[config.mk]
export PLATFORM = sky130hd
export DESIGN_NAME = sum_of_first_n_primes_unit
export DESIGN_NICKNAME = d
export VERILOG_FILES = /design/src/hw/rtl/sofnp_pkg.sv /design/src/hw/rtl/sum_of_first_n_primes_unit.sv /design/src/hw/rtl/sofnp_ctrl.sv /design/src/hw/rtl/sofnp_dpath.sv
export SDC_FILE = /design/constraint.sdc
export NUM_CORES = 1
export LEC_CHECK = 0
export ABC_AREA = 1
export BUFFER_PORTS_ARGS = -buffer_cell sky130_fd_sc_hd__buf_2
export CAP_MARGIN = 0
export CORE_ASPECT_RATIO = 0.9
export CORE_MARGIN = 2
export CORE_UTILIZATION = 30
export DETAILED_ROUTE_END_ITERATION = 8
export PLACE_DENSITY = 0.46
export SLEW_MARGIN = 20
export SYNTH_ARGS = -nofsm -noshare
export SYNTH_HDL_FRONTEND = slang
export SYNTH_SLANG_ARGS = --single-unit
export TNS_END_PERCENT = 100
[constraint.sdc]
create_clock -name clock -period 5.6 [get_ports clock]
set_input_delay 0.84 -clock clock [delete_from_list [all_inputs] [get_ports clock]]
set_output_delay 0.84 -clock clock [all_outputs]
set_load 0.01 [all_outputs]
[src/hw/rtl/sofnp_pkg.sv]
package sofnp_pkg;

   // field and internal widths
   localparam int COUNT_W = 11;                  // prime_count
   localparam int SUM_W   = 24;                  // prime_sum
   localparam int CAND_W  = 14;                  // candidates up to 8162
   localparam int DIV_W   = 7;                   // trial divisors up to 91
   localparam int STEP_W  = 4;                   // remainder step counter, holds CAND_W

   // padded stream widths
   localparam int REQ_DATA_W = 16;
   localparam int RSP_DATA_W = 24;

   // controller -> datapath commands
   typedef struct packed {
      logic init;         // load count, clear sum and found, candidate to 1
      logic trial_init;   // divisor to 2, divisor squared to 4
      logic div_init;     // start a remainder of candidate by divisor
      logic div_step;     // one restoring remainder step
      logic next_div;     // move to the next divisor
      logic take_prime;   // add candidate to the sum
      logic next_cand;    // move to the next candidate
      logic publish;      // copy the sum into the output register
   } cmd_type;

   // datapath -> controller status
   typedef struct packed {
      logic all_found;    // found count has reached the wanted count
      logic cand_le1;     // candidate is 0 or 1
      logic sq_gt_cand;   // divisor squared exceeds candidate
      logic div_done;     // remainder complete
      logic rem_zero;     // remainder is zero
   } status_type;

endpackage

[src/hw/rtl/sum_of_first_n_primes_unit.sv]
// Sum of the first n primes. Each request transfer carries a count; the
// response transfer carries the sum of that many leading primes (a count of
// zero gives zero, a count above MAX_COUNT is treated as MAX_COUNT). Primes
// are found by trial division of every candidate from 1 upward with
// divisors 2, 3, ... while the divisor squared does not exceed the
// candidate. One request is worked at a time; the remainder unit is a
// bit-serial restoring divider with one step per candidate bit. A new
// request is taken as soon as the previous sum sits in the output
// register, even while that response is still waiting to be taken.
module sum_of_first_n_primes_unit #(
   parameter int MAX_COUNT = 1024
) (
   input  logic                              clock,
   input  logic                              reset,
   input  logic                              req_tvalid,
   output logic                              req_tready,
   input  logic [sofnp_pkg::REQ_DATA_W-1:0]  req_tdata,   // [10:0] prime_count
   output logic                              rsp_tvalid,
   input  logic                              rsp_tready,
   output logic [sofnp_pkg::RSP_DATA_W-1:0]  rsp_tdata    // [23:0] prime_sum
);

   sofnp_pkg::cmd_type                cmd;
   sofnp_pkg::status_type             status;
   logic [sofnp_pkg::COUNT_W-1:0]     prime_count;
   logic [sofnp_pkg::SUM_W-1:0]       prime_sum;

   assign prime_count = req_tdata[sofnp_pkg::COUNT_W-1:0];
   assign rsp_tdata   = prime_sum;

   sofnp_ctrl u_ctrl (
      .clock      (clock),
      .reset      (reset),
      .req_tvalid (req_tvalid),
      .req_tready (req_tready),
      .rsp_tvalid (rsp_tvalid),
      .rsp_tready (rsp_tready),
      .status     (status),
      .cmd        (cmd)
   );

   sofnp_dpath #(
      .MAX_COUNT (MAX_COUNT)
   ) u_dpath (
      .clock       (clock),
      .prime_count (prime_count),
      .cmd         (cmd),
      .status      (status),
      .prime_sum   (prime_sum)
   );

endmodule

[src/hw/rtl/sofnp_ctrl.sv]
module sofnp_ctrl (
   input  logic                 clock,
   input  logic                 reset,
   input  logic                 req_tvalid,
   output logic                 req_tready,
   output logic                 rsp_tvalid,
   input  logic                 rsp_tready,
   input  sofnp_pkg::status_type status,
   output sofnp_pkg::cmd_type    cmd
);

   typedef enum logic [2:0] {
      ST_IDLE,
      ST_SCAN,
      ST_TRIAL,
      ST_DIV,
      ST_PUBLISH
   } state_type;

   state_type state_ff, state_in;
   logic      rsp_valid_ff, rsp_valid_in;
   logic      out_free;

   // output register may be overwritten when empty or being drained
   assign out_free   = !rsp_valid_ff || rsp_tready;
   assign req_tready = (state_ff == ST_IDLE);
   assign rsp_tvalid = rsp_valid_ff;

   // next state and commands
   always_comb begin
      state_in     = state_ff;
      rsp_valid_in = rsp_valid_ff && !rsp_tready;
      cmd          = '0;
      unique case (state_ff)
         ST_IDLE: begin
            if (req_tvalid) begin
               cmd.init = 1'b1;
               state_in = ST_SCAN;
            end
         end
         ST_SCAN: begin
            priority if (status.all_found) begin
               state_in = ST_PUBLISH;
            end else if (status.cand_le1) begin
               cmd.next_cand = 1'b1;
            end else begin
               cmd.trial_init = 1'b1;
               state_in       = ST_TRIAL;
            end
         end
         ST_TRIAL: begin
            if (status.sq_gt_cand) begin
               // no divisor found: prime
               cmd.take_prime = 1'b1;
               cmd.next_cand  = 1'b1;
               state_in       = ST_SCAN;
            end else begin
               cmd.div_init = 1'b1;
               state_in     = ST_DIV;
            end
         end
         ST_DIV: begin
            priority if (!status.div_done) begin
               cmd.div_step = 1'b1;
            end else if (status.rem_zero) begin
               cmd.next_cand = 1'b1;
               state_in      = ST_SCAN;
            end else begin
               cmd.next_div = 1'b1;
               state_in     = ST_TRIAL;
            end
         end
         ST_PUBLISH: begin
            if (out_free) begin
               cmd.publish  = 1'b1;
               rsp_valid_in = 1'b1;
               state_in     = ST_IDLE;
            end
         end
         default: begin
            state_in = ST_IDLE;
         end
      endcase
   end

   // state and response valid
   always_ff @(posedge clock) begin
      if (reset) begin
         state_ff     <= ST_IDLE;
         rsp_valid_ff <= 1'b0;
      end else begin
         state_ff     <= state_in;
         rsp_valid_ff <= rsp_valid_in;
      end
   end

endmodule

[src/hw/rtl/sofnp_dpath.sv]
module sofnp_dpath #(
   parameter int MAX_COUNT = 1024
) (
   input  logic                            clock,
   input  logic [sofnp_pkg::COUNT_W-1:0]   prime_count,
   input  sofnp_pkg::cmd_type              cmd,
   output sofnp_pkg::status_type           status,
   output logic [sofnp_pkg::SUM_W-1:0]     prime_sum
);

   localparam int COUNT_W = sofnp_pkg::COUNT_W;
   localparam int SUM_W   = sofnp_pkg::SUM_W;
   localparam int CAND_W  = sofnp_pkg::CAND_W;
   localparam int DIV_W   = sofnp_pkg::DIV_W;
   localparam int STEP_W  = sofnp_pkg::STEP_W;
   localparam logic [COUNT_W-1:0] COUNT_LIMIT = COUNT_W'(MAX_COUNT);

   logic [COUNT_W-1:0] want_ff, want_in;
   logic [COUNT_W-1:0] found_ff, found_in;
   logic [CAND_W-1:0]  cand_ff, cand_in;
   logic [SUM_W-1:0]   total_ff, total_in;
   logic [DIV_W-1:0]   div_ff, div_in;
   logic [CAND_W-1:0]  sq_ff, sq_in;
   logic [DIV_W-1:0]   rem_ff, rem_in;
   logic [CAND_W-1:0]  shift_ff, shift_in;
   logic [STEP_W-1:0]  step_ff, step_in;
   logic [SUM_W-1:0]   out_ff, out_in;
   logic [DIV_W:0]     trial_rem;
   logic [DIV_W:0]     trial_diff;

   // one restoring remainder step: bring in next dividend bit, subtract if it fits
   assign trial_rem  = {rem_ff, shift_ff[CAND_W-1]};
   assign trial_diff = trial_rem - {1'b0, div_ff};

   always_comb begin
      want_in  = want_ff;
      found_in = found_ff;
      cand_in  = cand_ff;
      total_in = total_ff;
      div_in   = div_ff;
      sq_in    = sq_ff;
      rem_in   = rem_ff;
      shift_in = shift_ff;
      step_in  = step_ff;
      out_in   = out_ff;

      // item start, count saturates at the limit
      if (cmd.init) begin
         want_in  = (prime_count > COUNT_LIMIT) ? COUNT_LIMIT : prime_count;
         found_in = '0;
         cand_in  = CAND_W'(1);
         total_in = '0;
      end

      // trial divisor sequence, square kept incrementally
      if (cmd.trial_init) begin
         div_in = DIV_W'(2);
         sq_in  = CAND_W'(4);
      end
      if (cmd.next_div) begin
         div_in = div_ff + DIV_W'(1);
         sq_in  = sq_ff + {{(CAND_W-DIV_W-1){1'b0}}, div_ff, 1'b1};
      end

      // remainder unit
      if (cmd.div_init) begin
         rem_in   = '0;
         shift_in = cand_ff;
         step_in  = STEP_W'(CAND_W);
      end
      if (cmd.div_step) begin
         rem_in   = trial_diff[DIV_W] ? trial_rem[DIV_W-1:0] : trial_diff[DIV_W-1:0];
         shift_in = {shift_ff[CAND_W-2:0], 1'b0};
         step_in  = step_ff - STEP_W'(1);
      end

      // accumulation
      if (cmd.take_prime) begin
         total_in = total_ff + {{(SUM_W-CAND_W){1'b0}}, cand_ff};
         found_in = found_ff + COUNT_W'(1);
      end
      if (cmd.next_cand) begin
         cand_in = cand_ff + CAND_W'(1);
      end

      if (cmd.publish) begin
         out_in = total_ff;
      end
   end

   always_ff @(posedge clock) begin
      want_ff  <= want_in;
      found_ff <= found_in;
      cand_ff  <= cand_in;
      total_ff <= total_in;
      div_ff   <= div_in;
      sq_ff    <= sq_in;
      rem_ff   <= rem_in;
      shift_ff <= shift_in;
      step_ff  <= step_in;
      out_ff   <= out_in;
   end

   // status to controller
   assign status.all_found  = (found_ff == want_ff);
   assign status.cand_le1   = (cand_ff <= CAND_W'(1));
   assign status.sq_gt_cand = (sq_ff > cand_ff);
   assign status.div_done   = (step_ff == '0);
   assign status.rem_zero   = (rem_ff == '0);

   assign prime_sum = out_ff;

endmodule
==> results of run 1 <==
[worst max-delay path by stage]
stage,start,to,depth (start not counted)
2_1_floorplan,u_dpath.cand_ff[0]$_SDFFCE_PN1P_,u_dpath.div_ff[0]$_SDFFCE_PN0P_,4
3_3_place_gp,u_dpath.cand_ff[13]$_SDFFCE_PN0P_,u_dpath.shift_ff[12]$_DFFE_PP_,9
3_5_place_dp,u_dpath.cand_ff[13]$_SDFFCE_PN0P_,u_dpath.shift_ff[12]$_DFFE_PP_,9
4_1_cts,u_dpath.cand_ff[13]$_SDFFCE_PN0P_,u_dpath.shift_ff[11]$_DFFE_PP_,9
5_1_grt,u_dpath.cand_ff[5]$_SDFFCE_PN0P_,u_dpath.cand_ff[11]$_SDFFCE_PN0P_,11
6_report,u_dpath.cand_ff[13]$_SDFFCE_PN0P_,u_dpath.cand_ff[9]$_SDFFCE_PN0P_,9
[cells by family after synthesis]
family / after synthesis / share of synthesized area
DFF: 134 / 0.503
buffers and inverters: 139 / 0.0688
AOI/OAI and AO/OA: 118 / 0.0808
adders and majority gates: 51 / 0.0837
and+or+nand+nor: 424 / 0.234
xor gates and xnor gates: 27 / 0.0299
[final cells by class]
| cell class | instances | area (um2) |
|---|---|---|
| Timing Repair Buffer | 45 | 238 |
| Sequential cell | 134 | 3970 |
| Fill cell | 2712 | 16900 |
| Tap cell | 348 | 435 |
| Clock buffer | 18 | 429 |
| Clock inverter | 14 | 151 |
| Multi-Input combinational cell | 620 | 3390 |
| Inverter | 129 | 484 |
[metal layers]
metal  global-route usage  vias to the layer above
li1                     -                     3112
met1                0.178                     2643
met2                0.194                       67
met3               0.0262                       12
met4               0.0429                        0
met5                    0                        -
[registers in the layout (all words and copies together) (netlist names)]
signal             flops
u_dpath.shift_ff      14
u_ctrl.state_ff        3
u_ctrl.rsp_tvalid      1
u_dpath.want_ff       11
u_dpath.cand_ff       14
u_dpath.prime_sum     24
u_dpath.found_ff      11
u_dpath.rem_ff         7
u_dpath.total_ff      24
u_dpath.sq_ff         14
u_dpath.div_ff         7
u_dpath.step_ff        4
[tightest hold or removal path, delay by kind of cell (launching register included)]
family           cells  cell delay [ns]
flip-flops           1             0.31
AND/OR/NAND/NOR      1             0.06
AO/OA/AOI/OAI        1             0.05
[per-stage QoR]
stage | hold slack (ns) | utilization | setup slack [ns] | area (um2)
after floorplan | 0.433 | - | 2.79 | 7900
after global placement | 0.453 | 0.328 | 2.37 | 8520
after detailed placement | 0.462 | 0.328 | 2.37 | 8520
after CTS | 0.473 | 0.350 | 2.34 | 9100
after global routing | 0.489 | 0.350 | 2.19 | 9100
final | 0.469 | 0.350 | 2.49 | 9100
[where the power goes]
group | internal [mW] | total [mW] | switching [mW]
clock network | 0.658 | 1.12 | 0.459
registers | 1.49 | 1.74 | 0.248
logic | 0.555 | 1.63 | 1.08
[layout by cell type (no fill, tap or decap), drive strengths merged, types with 6 or more instances in the layout]
cell type	count
nand3	51
a21oi	61
xor2	17
a21o	7
edfxtp	129
buf	45
clkbuf	18
nor3	17
inv	132
nor3b	6
ha	48
o21ai	40
xnor2	10
or2	8
nor2	116
nand2	196
nand4	20
==> run summary, run 1 <==
CTS Buf Count - 17
GRT overflow - 0
Clock transition at the registers of the reported paths - 0.06 ns
Fin nets - 1018
Metal-1 WL - 8850 um
Clock Latency Late Sink - 0.44 ns
Mapped Cells - 893
Period utilization - 0.556
#FFs+latches synth - 134
Leakage - 3.91 nW
Fin. Hold Viols - 0
Crit Path Class - flop to flop
Yosys Warn Count - 0
CTS resizes - 0
Pwr per Cell Area - 493 mW/mm2
Final ANT Viol Nets - 0
Num rows - 56
Hold EP - u_dpath.shift_ff[0]$_SDFFE_PP0N_
Port buffer count - 40
Crit path cell chain - inv_1 > ha_1 > a21oi_1 > o21ai_0 > nor2_1 > nand2_1 > nand3_2 > buf_4 > nand4_1
Slew headroom - 0.446
Total chip power - 4.49 mW
Syn nets - 964
Maximum vdd drop - 221 uV
Max-slew violations - 0
Area contributors post-synth - edfxtp_1 (49%), nand2_1 (9.3%), ha_1 (7.6%)
Highest Clock Rate - 321 MHz
Most common cell in the netlist - nand2_1
CTS Root Cell - clkbuf_16
All-Layer GR Usage - 0.127
Via density - 4.46
WL met2 - 7190 um
Die Y - 158 um
Status - completed
Routed len/inst - 12.8 um
Starting density of the core - 0.304
Worst setup EP type - flop
First-pass GRT wire length - 27900 um
Routed WL - 16700 um
H-tree depth - 4
Class of the worst hold path - flop to flop
Hold Path Stages - 2
Required time of the critical path - 5.50 ns
Vias in the first global route - 5550
Max Cap Viol - 0
Crit path launch type - flop
Post-Syn Area per Cell - 8.84 um2
Post-synth ARST share - 0
Largest delay contributor family on the critical path - simple AND/OR/NAND/NOR gates
Clk sinks - 134
IO Count - 46
Prevailing post-synth register cell - edfxtp_1
HP Start - u_dpath.shift_ff[0]$_SDFFE_PP0N_
DRC - 0
Hold buffers post-CTS - 0
Slowest stage delay, CP - 0.74 ns
Synth top cells by count - nand2_1 (196), edfxtp_1 (129), inv_1 (125)
Worst-Margin Slew - 0.828 ns
Setup TNS - 0 ns
CTS tree - yes
CORE AREA - 0.0260 mm2
R2r setup slk - 2.49 ns
Initial antenna violation count - 0
RR Endpoint - u_dpath.cand_ff[9]$_SDFFCE_PN0P_
Starting DRC count in detailed routing - 398
Met3 WL - 407 um
Leading area contributor after synthesis - edfxtp_1
GP Congestion - 0.817
DR top layer - met4
DP HPWL - 12100 um
DR pass1 iterations - 5
R2R cell count - 9
Area Overhead vs Synth - 15.3%
Unrepaired setup endpoints after global routing - no
Worst Path Arrival - 3.01 ns
Die span in x - 175 um
Netlist cell types - 41
Die Footprint - 0.0276 mm2
Worst Path Max Fanout - 33
Buf+Inv Stages, Crit Path - 2
Clock tree buffer depth - 2
Clock skew after layout - 0.0342 ns
Crit Reg-Reg Startpoint - u_dpath.cand_ff[13]$_SDFFCE_PN0P_
Layout cells sized above 1 - 0.103
Non-Filler Instances - 1308
Routed via count - 5834
# diodes - 0
Inst Count DP - 1276
Post-Syn Area - 0.00790 mm2
Minimum clock period after layout - 3.11 ns
Sequential area share after synthesis - 0.503
Setup bufs post-CTS - 0
Setup Viol. Count Final - 0
Largest net degree at the start of global routing - 34
Post-synth EDFFs - 129
CP max stage cell - nand4_1
Area share of the largest cell type after synthesis - 0.491
(Power assumes the default switching activity.)
==> run 2, diff against run 1 <==
- ABC_AREA: 1 -> 0
- clock period: 5.6 -> 3.1 ns (I/O delays scaled with it)
==> run summary, run 2 <==
All-Layer GR Usage - 0.138
Leading area contributor after synthesis - edfxtp_1
# diodes - 0
Switching power - 1.49 mW
Mapped Cells - 686
Fill count - 2519
Pwr per Cell Area - 585 mW/mm2
Synth top cells by count - edfxtp_1 (129), nor2_1 (81), ha_1 (48)
Crit path cell chain - ha_1 > fa_1 > a211oi_2 > o21a_4 > a211oi_4 > o311ai_0 > xor2_1 > nor2_1
CTS Root Cell - clkbuf_16
P_int - 3.71 mW
Crit Path Class - flop to flop
CP max stage cell - o311ai_0
Required time of the critical path - 3.27 ns
Starting density of the core - 0.303
Port buffer count - 40
Combinational power share - 0.166
Multi-input logic area - 0.00338 mm2
#FFs+latches synth - 134
Leakage - 3.26 nW
Sequential area share after synthesis - 0.527
Clock tree buffer depth - 2
Netlist cell types - 53
Via density - 4.82
Synth Area in XOR/XNOR - 0.0779
Starting DRC count in detailed routing - 362
Worst Path Max Fanout - 4
IO Count - 46
Post-Syn Area per Cell - 11.0 um2
Routed via count - 5326
GP Congestion - 0.805
Class of the worst hold path - primary input to flop
Yosys Warn Count - 0
Period utilization - 0.905
Routed len/inst - 15.5 um
DR pass1 iterations - 4
Syn nets - 757
Clock power frac - 0.399
Crit path launch type - flop
Max Cap Viol - 0
Post-synth EDFFs - 129
Unrepaired setup endpoints after global routing - no
Clock transition at the registers of the reported paths - 0.07 ns
Highest Clock Rate - 357 MHz
H-tree depth - 4
Largest net degree at the start of global routing - 36
Area contributors post-synth - edfxtp_1 (51%), ha_1 (8.0%), xnor2_1 (5.2%)
Setup TNS - 0 ns
Worst Path Arrival - 2.97 ns
Initial antenna violation count - 0
Slew headroom - 0.516
Status - completed
Vias in the first global route - 5378
Seq pwr share - 0.434
Fin nets - 822
Minimum clock period after layout - 2.80 ns
Final ANT Viol Nets - 0
Fin. Hold Viols - 0
Synth Area in Compound Gates - 0.120
Post-synthesis mux area share - 0.00415
Clk sinks - 134
Buf+Inv Stages, Crit Path - 0
Die Y - 154 um
GRT overflow - 0
Adder-Cell Fraction of Synth Area - 0.0876
Post-Syn Area - 0.00754 mm2
First-pass GRT wire length - 28200 um
Post-layout util - 0.357
Maximum vdd drop - 395 uV
Clock Latency Late Sink - 0.43 ns
Area share of the largest cell type after synthesis - 0.514
Prevailing post-synth register cell - edfxtp_1
Clock skew after layout - 0.0121 ns
Worst-Margin Slew - 0.721 ns
CTS Buf Count - 17
Synth Area in Simple Gates - 0.156
Largest family of logic cells by synthesized area - simple AND/OR/NAND/NOR gates
Sw Ratio - 0.287
Routed WL - 17100 um
CTS tree - yes
Die span in x - 171 um
Most common cell in the netlist - edfxtp_1
Layout cells sized above 1 - 0.147
Num rows - 55
Reg area - 0.00397 mm2
Worst setup EP type - flop
DRC - 0
Area Overhead vs Synth - 18.0%
Max-slew violations - 0
Most common cell after layout, fill and taps aside - edfxtp_1
Largest delay contributor family on the critical path - compound AO/OA/AOI/OAI gates
Setup bufs post-CTS - 0
CORE AREA - 0.0249 mm2
Post-synth ARST share - 0
Slowest stage delay, CP - 0.58 ns
Die Footprint - 0.0264 mm2
Setup Viol. Count Final - 0
Most frequent cells in the layout - edfxtp_1 (129), nor2_1 (81), ha_1 (48)
DP HPWL - 12400 um
## run 2: power by group through the flow
stage                     clock [mW]  sequential [mW]  combinational [mW]
final                           2.08             2.26               0.867
after global routing            2.20             2.28               0.977
after CTS                       2.14             2.26               0.875
after floorplan                    0             2.27               0.635
after detailed placement           0             2.30               0.867
after global placement             0             2.29               0.848
## run 2: metrics by stage
stage	cell area, um2	hold WS, ns	power [mW]	setup slack [ns]	std cells
after global placement	8290	0.451	3.14	0.290	1074
after floorplan	7550	0.433	2.91	0.134	686
after CTS	8890	0.235	5.27	0.211	1106
after global routing	8890	0.248	5.46	0.111	1106
after detailed placement	8290	0.452	3.17	0.217	1074
final	8890	0.254	5.21	0.296	1106
## run 2: metal layers
layer / GRT usage / part of all wire / vias up
met5: 0 / 0 / -
met1: 0.189 / 0.48 / 2573
met3: 0.0281 / 0.034 / 20
met4: 0.0504 / 0.017 / 0
li1: - / - / 2639
met2: 0.214 / 0.46 / 94
## run 2: final timing paths
check             cells after the start                                 end                                from  slack (ns)
setup / recovery                      8  u_dpath.total_ff[20]$_SDFFCE_PN0P_   u_dpath.total_ff[0]$_SDFFCE_PN0P_        0.30
hold / removal                        2        u_ctrl.rsp_tvalid$_SDFF_PP0_                               reset        0.25
setup reg to reg                      8  u_dpath.total_ff[20]$_SDFFCE_PN0P_   u_dpath.total_ff[0]$_SDFFCE_PN0P_        0.30
hold reg to reg                       0     u_dpath.prime_sum[13]$_DFFE_PP_  u_dpath.total_ff[13]$_SDFFCE_PN0P_        0.46
## run 2: layout make-up
cell class / count / area share
Tap cell: 342 / 0.0481
Inverter: 34 / 0.0144
Sequential cell: 134 / 0.447
Timing Repair Buffer: 65 / 0.0436
Clock inverter: 14 / 0.0187
Clock buffer: 18 / 0.0483
Multi-Input combinational cell: 499 / 0.380
## run 2: cells by family after synthesis
family	count (synthesis)
multiplexers	3
flip-flops	134
buffers and inverters	53
adder cells (fa/ha/maj)	51
AO/OA/AOI/OAI	136
XOR/XNOR	67
AND/OR/NAND/NOR	242
## run 2: timing repair
action                                  in CTS  in global routing
hold endpoints to repair                     0                  0
hold buffers                                 0                  0
endpoints found under the setup margin       0                 13
gates resized for setup                      0                  1
## run 2: worst reg2reg max path, cell delays in order, from the launching register on
cell and delay (ns):
edfxtp_1 0.41, ha_1 0.27, fa_1 0.47, a211oi_2 0.28, o21a_4 0.22, a211oi_4 0.08
o311ai_0 0.58, xor2_1 0.20, nor2_1 0.06
